--- src/rtl/core/idmt_pkg.sv ---
// Shared types, constants and table-building functions for the IDMT trip-time block.
// Used by idmt_interp, idmt_div and idmt_trip_time; depends on nothing else.
`timescale 1ns / 1ps

package idmt_pkg;

  localparam int X_W      = 24;             // current multiple width
  localparam int TMS_W    = 16;             // time multiplier width
  localparam int CURVE_W  = 4;
  localparam int CFG_W    = 16;
  localparam int T_W      = 32;             // trip time width
  localparam int K_W      = 27;             // curve constant, Q20
  localparam int B_W      = 20;             // IEEE adder constant, Q20
  localparam int NUM_W    = TMS_W + K_W;    // TMS * K
  localparam int BT_W     = TMS_W + B_W - 16;
  localparam int DEF_W    = TMS_W + 4;
  localparam int DEN_W    = 48;
  localparam int SH_W     = 6;
  localparam int E_W      = 5;
  localparam int REM_W    = DEN_W + 33;
  localparam int QUO_BITS = 32;
  localparam int DIV_LAT  = QUO_BITS + 1;
  localparam int INTERP_LAT = 4;
  localparam int SIDE_LEN = 2 * INTERP_LAT + 2;
  localparam int C_W      = 27;

  localparam logic [C_W-1:0] C_0P02_Q32 = C_W'(85899346);
  localparam logic [63:0] Q30_ONE = 64'h0000_0000_4000_0000;

  localparam int DEF_LOG_TABLE_ENTRIES  = 64;
  localparam int DEF_MULTIPLE_FRAC_BITS = 16;

  localparam logic [CURVE_W-1:0] CURVE_RESET = 4'd0;
  localparam logic [TMS_W-1:0]   TMS_RESET   = 16'd4096;

  localparam logic [CURVE_W-1:0] CURVE_IEC_SI   = 4'd0;
  localparam logic [CURVE_W-1:0] CURVE_IEC_VI   = 4'd1;
  localparam logic [CURVE_W-1:0] CURVE_IEC_EI   = 4'd2;
  localparam logic [CURVE_W-1:0] CURVE_IEC_LTI  = 4'd3;
  localparam logic [CURVE_W-1:0] CURVE_IEEE_MI  = 4'd4;
  localparam logic [CURVE_W-1:0] CURVE_IEEE_VI  = 4'd5;
  localparam logic [CURVE_W-1:0] CURVE_IEEE_EI  = 4'd6;
  localparam logic [CURVE_W-1:0] CURVE_DEFINITE = 4'd7;
  localparam logic [CURVE_W-1:0] CURVE_INST     = 4'd8;

  localparam logic CFG_CURVE_SELECT    = 1'b0;
  localparam logic CFG_TIME_MULTIPLIER = 1'b1;

  typedef enum logic [2:0] {
    KIND_ZERO,
    KIND_DEF,
    KIND_LIN,
    KIND_SQ,
    KIND_POW
  } kind_t;

  typedef struct packed {
    logic               valid;
    kind_t              kind;
    logic               no_trip;
    logic [NUM_W-1:0]   num;
    logic [BT_W-1:0]    bterm;
    logic [DEN_W-1:0]   dsimp;
    logic [SH_W-1:0]    sh;
    logic [E_W-1:0]     e;
    logic [29:0]        pos;
    logic [DEF_W-1:0]   defval;
  } side_t;

  typedef struct packed {
    logic               valid;
    kind_t              kind;
    logic               no_trip;
    logic [BT_W-1:0]    bterm;
    logic [DEF_W-1:0]   defval;
  } fin_t;

  function automatic logic [K_W-1:0] k_coef(input logic [CURVE_W-1:0] c);
    logic [K_W-1:0] k;
    case (c)
      CURVE_IEC_SI:  k = K_W'(146801);
      CURVE_IEC_VI:  k = K_W'(14155776);
      CURVE_IEC_EI:  k = K_W'(83886080);
      CURVE_IEC_LTI: k = K_W'(125829120);
      CURVE_IEEE_MI: k = K_W'(54002);
      CURVE_IEEE_VI: k = K_W'(20562575);
      CURVE_IEEE_EI: k = K_W'(29569843);
      default:       k = '0;
    endcase
    return k;
  endfunction

  function automatic logic [B_W-1:0] b_coef(input logic [CURVE_W-1:0] c);
    logic [B_W-1:0] b;
    case (c)
      CURVE_IEEE_MI: b = B_W'(119538);
      CURVE_IEEE_VI: b = B_W'(514851);
      CURVE_IEEE_EI: b = B_W'(127612);
      default:       b = '0;
    endcase
    return b;
  endfunction

  // Fractional log2 of a Q30 mantissa in [1,2) by repeated squaring.
  function automatic logic [31:0] lgq(input logic [63:0] v_in);
    logic [63:0] v;
    logic [31:0] r;
    v = v_in;
    r = '0;
    for (int k = 29; k >= 0; k--) begin
      v = (v * v) >> 30;
      if (v >= (Q30_ONE << 1)) begin
        v = v >> 1;
        r[k] = 1'b1;
      end
    end
    return r;
  endfunction

  // Largest mantissa whose fractional log2 does not exceed the target, less one.
  function automatic logic [31:0] exp_search(input logic [63:0] tgt);
    logic [63:0] lo;
    logic [63:0] hi;
    logic [63:0] mid;
    lo = Q30_ONE;
    hi = (Q30_ONE << 1) - 64'd1;
    for (int it = 0; it < 32; it++) begin
      if (lo < hi) begin
        mid = lo + ((hi - lo + 64'd1) >> 1);
        if ({32'd0, lgq(mid)} <= tgt) lo = mid;
        else hi = mid - 64'd1;
      end
    end
    return 32'(lo - Q30_ONE);
  endfunction

endpackage

--- src/rtl/core/idmt_interp.sv ---
// Four-stage linear interpolation in a constant log2 or exp2 table.
// Depends on idmt_pkg for the table-building functions.
`timescale 1ns / 1ps

module idmt_interp
  import idmt_pkg::*;
#(
  parameter int LOG_TABLE_ENTRIES = DEF_LOG_TABLE_ENTRIES,
  parameter bit IS_EXP            = 1'b0
) (
  input  logic        clk,
  input  logic        en,
  input  logic [29:0] pos,
  output logic [31:0] result
);

  localparam int AW  = $clog2(LOG_TABLE_ENTRIES + 1);
  localparam int S_W = 30 + AW;

  logic [31:0] rom [LOG_TABLE_ENTRIES+1];

  for (genvar g = 0; g <= LOG_TABLE_ENTRIES; g++) begin : g_rom
    localparam logic [63:0] TGT = (64'(g) << 30) / LOG_TABLE_ENTRIES;
    localparam logic [31:0] VAL = (g == LOG_TABLE_ENTRIES) ? 32'(Q30_ONE) :
                                  (IS_EXP ? exp_search(TGT) : lgq(Q30_ONE + TGT));
    assign rom[g] = VAL;
  end

  logic [S_W-1:0] s;
  logic [AW-1:0]  idx_r;
  logic [29:0]    r1_r;
  logic [31:0]    a2_r;
  logic [31:0]    d2_r;
  logic [29:0]    r2_r;
  logic [31:0]    a3_r;
  logic [31:0]    p3_r;
  logic [31:0]    lo_v;
  logic [31:0]    hi_v;
  logic [63:0]    prod;

  assign s    = S_W'(pos) * S_W'(LOG_TABLE_ENTRIES);
  assign lo_v = rom[idx_r];
  assign hi_v = rom[idx_r + AW'(1)];
  assign prod = 64'(d2_r) * 64'(r2_r);

  always_ff @(posedge clk) begin
    if (en) begin
      idx_r  <= s[S_W-1:30];
      r1_r   <= s[29:0];
      a2_r   <= lo_v;
      d2_r   <= (hi_v < lo_v) ? 32'd0 : hi_v - lo_v;
      r2_r   <= r1_r;
      a3_r   <= a2_r;
      p3_r   <= prod[61:30];
      result <= a3_r + p3_r;
    end
  end

endmodule

--- config.mk ---
export PLATFORM = sky130hd
export DESIGN_NAME = idmt_interp
export DESIGN_NICKNAME = d
export VERILOG_FILES = /design/src/rtl/core/idmt_pkg.sv /design/src/rtl/core/idmt_interp.sv
export SDC_FILE = /design/constraint.sdc
export NUM_CORES = 2
export LEC_CHECK = 0
export ABC_AREA = 1
export BUFFER_PORTS_ARGS = -buffer_cell sky130_fd_sc_hd__buf_4
export CAP_MARGIN = 20
export CELL_PAD_IN_SITES_DETAIL_PLACEMENT = 0
export CELL_PAD_IN_SITES_GLOBAL_PLACEMENT = 2
export CORE_ASPECT_RATIO = 0.6
export CORE_MARGIN = 2
export CORE_UTILIZATION = 36
export CTS_CLUSTER_SIZE = 20
export DETAILED_ROUTE_END_ITERATION = 10
export HOLD_SLACK_MARGIN = 0.02
export PLACE_DENSITY_LB_ADDON = 0.2
export SKIP_LAST_GASP = 1
export SLEW_MARGIN = 0
export SYNTH_ARGS = -nofsm -noshare
export SYNTH_HDL_FRONTEND = slang
export SYNTH_SLANG_ARGS = --single-unit
--- constraint.sdc ---
create_clock -name clk -period 5.4 [get_ports clk]
set_clock_uncertainty 0.05 [all_clocks]
set_input_delay 0.81 -clock clk [delete_from_list [all_inputs] [get_ports clk]]
set_output_delay 0.81 -clock clk [all_outputs]
set_load 0.01 [all_outputs]
==> out/results.tsv <==
stage	metric	value	unit
timing	Pins Over Slew Limit	0	
clock_network	H-tree levels	1	
synth	most common flop cell mapped by yosys	edfxtp_1	
setup_path	Crit-path slowest cell	fa_1	
clock_network	CTS hold repair buffers	0	
synth	syn_nets	6395	
placement	Port-buffer cells	63	
timing	final hold slack	0.2811	ns
synth	Yosys warnings	0	
route	overall via count from detail_route	37650	
clock_network	clock latency on the worst-skew pair	0.65	ns
synth	Mapped Area	41140	µm²
global_routing	vias in the first global route	36700	
placement	RePlAce Congestion	0.9868	
timing	final setup vio count	32	
route	Vias per Instance	4.969	
die	Row Count	96	
timing	Slew HR	38.33	%
timing	Worst-Margin Slew	0.9251	ns
min_path	worst min-delay path class	in2reg	
setup_path	largest fanout on the critical path	7	
synth	Synth area leader	fa_1	
die	Die H	265.8	µm
setup_path	CP Capture Type	flip-flop	
timing	setup_tns	-28.19	ns
die	Core ar.	113900	µm²
route	DRT antenna net count	0	
clock_network	root buf cell	clkbuf_16	
route	Routed WL per cell	22.69	µm
synth	Avg Cell Area, Syn	7.576	µm²
timing	final worst slack	-1.002	ns
finish	Fill cells	11590	
synth	Netlist cell types	62	
clock_network	CTS sink cnt	210	
synth	sequential area share after synthesis	15.33	%
global_routing	Total GRT Usage	28.80	%
die	I/O pins	64	
clock_network	clk buf depth	3	
clock_network	CTS tree	yes	
outcome	violated checks	setup timing	
global_routing	pin count of the biggest net entering global routing	131	
setup_path	crit path launch	d2_r[15]	
setup_path	CP peak stage delay	0.63	ns
timing	period utilisation layout	118.6	%
synth	most instantiated cells after synthesis	inv_1 (1420), nand2_1 (1387), fa_1 (663)	
synth	Async SR Flop Fraction	0	%
global_routing	initial antenna violation count	7	
synth	most common cell in the netlist	inv_1	
finish	layout cells sized above 1	21.75	%
synth	Synth Register Bits	210	
die	Initial Utilization	36.13	%
synth	Post-synth EDFFs	210	
finish	Reg area	6306	µm²
outcome	outcome	complete, but fails checks	
route	DRC viols	0	
setup_path	R2R Path Start	d2_r[15]	
finish	Layout Utilization	46.40	%
setup_path	kind of critical path	reg2reg	
placement	Detailed Place HPWL	142.5	mm
global_routing	grt ovf	0	
synth	Synth top area share	32.26	%
route	First-pass DRT Iterations	6	
timing	Period minus WS final	6.402	ns
setup_path	WP data required	5.73	ns
finish	NumNets Final	7002	
route	final wirelength	171.9	mm
timing	Hold Fails Final Rpt	0	
setup_path	CP top delay family	adder cells	
clock_network	Worst-path clk slew	0.06	ns
setup_path	startpoint types	flip-flop	
synth	Post-Syn Instances	5430	
setup_path	crit path buf inv count	8	
timing	Achievable Freq	156.2	MHz
global_routing	first-pass GRT wire length	248.3	mm
job	max cap viols	0	
setup_path	CP Cell Sequence	buf_4 -> clkbuf_16 -> nand2_1 -> fa_1 -> inv_2 -> fa_1 -> fa_1 -> fa_1 -> fa_2 -> fa_1 -> inv_1 -> fa_1 -> inv_2 -> ha_4 -> nand2_4 -> nor2_4 -> inv_2 -> buf_4 -> buf_4 -> nor3_4 -> nand3_2 -> nand4_1 -> nand2_1	
finish	multi-input logic area	30800	µm²
finish	P&R area growth vs syn	28.43	%
setup_path	worst path arrival time	6.73	ns
die	die extent in x	440.4	µm
die	Die ar.	117100	µm²
clock_network	CTS Buf Count	28	
setup_path	most used cell, CP	fa_1	
route	number of DRC markers in iteration 0	3603	
synth	Synth area leaders	fa_1 (32%), edfxtp_1 (15%), inv_1 (13%)	
min_path	hold_sp	pos[18]	
timing	unrepaired setup endpoints after global routing	yes	
[worst paths after layout]
check        endpoint  slack, ns  cells after the start
max          p3_r[22]      -1.00                     23
max reg2reg  p3_r[22]      -1.00                     23
min          r1_r[24]       0.28                      1
min reg2reg  r2_r[20]       0.37                      0
[timing repair]
item,CTS,global route
cloned,0,12
setup buffers,35,51
pin swaps,86,173
resized for setup,219,332
endpoints found under the setup margin,32,34
hold endpoints to repair,0,0
[per-stage QoR]
stage	cells	worst slack (ns)	instance area (µm²)
after floorplan	5430	-0.3360	42250
after global placement	7433	-1.222	48850
after detailed placement	7433	-1.234	48850
after CTS	7516	-0.9657	50900
after global routing	7575	-1.172	52830
final	7578	-1.002	52830
[cells in the final DEF, fill, tap and decap left out, types with 16 or more instances in the layout]
cell type and n:
clkbuf_16 39, nand2_4 34, ha_1 231, nand2_2 54, nand2_1 1304, ha_4 35, o211ai_1 28, buf_4 621
edfxtp_1 210, a21oi_1 192, fa_1 625, o21ai_2 20, a21o_1 16, buf_6 57, xor2_1 42, inv_2 92
nor2_4 49, fa_2 38, a31oi_1 18, a21oi_4 21, nor2_2 45, nand4_1 31, nor3_1 24, o21ai_0 155
a21oi_2 21, inv_1 1336, nor2_1 244, nand3_1 139, o21ai_1 29, buf_12 87
[per-layer routing]
| layer | vias to the layer above | part of all wire, % | global-route usage, % |
|---|---|---|---|
| met4 | 4 | 1.0 | 2.813 |
| li1 | 17470 | - | - |
| met2 | 1487 | 35 | 35.47 |
| met1 | 18600 | 52 | 49.05 |
| met3 | 92 | 11 | 7.943 |
| met5 | - | 0.015 | 0 |
[cells by family (layout without fill, tap and decap cells)]
kind of cell,count (synthesis),after routing,synth area share (%)
AO/OA/AOI/OAI,608,608,8.382
XOR/XNOR,66,66,1.469
adder cells (fa/ha/maj),933,933,40.48
buffers and inverters,1639,2265,15.16
flip-flops,210,210,15.33
other,0,3,0
AND/OR/NAND/NOR,1974,1974,19.19
[state kept, by name, indices dropped and copies added, names as in the netlist]
name	count
r2_r	24
idx_r	6
d2_r	32
a2_r	30
r1_r	24
result	32
a3_r	30
p3_r	32
[cell type report]
cell class,instances,share of cell area [%]
sequential,210,11.94
clock buffer,31,1.348
clock inverter,18,0.5447
antenna,3,0.01421
inverter,1433,10.20
timing repair buffer,783,14.06
tap,1519,3.597
multi-input combinational,3581,58.30
Power is left out: the tool's default activity adds up to more than one toggle a clock period on the data nets, which glitch-free logic cannot reach.
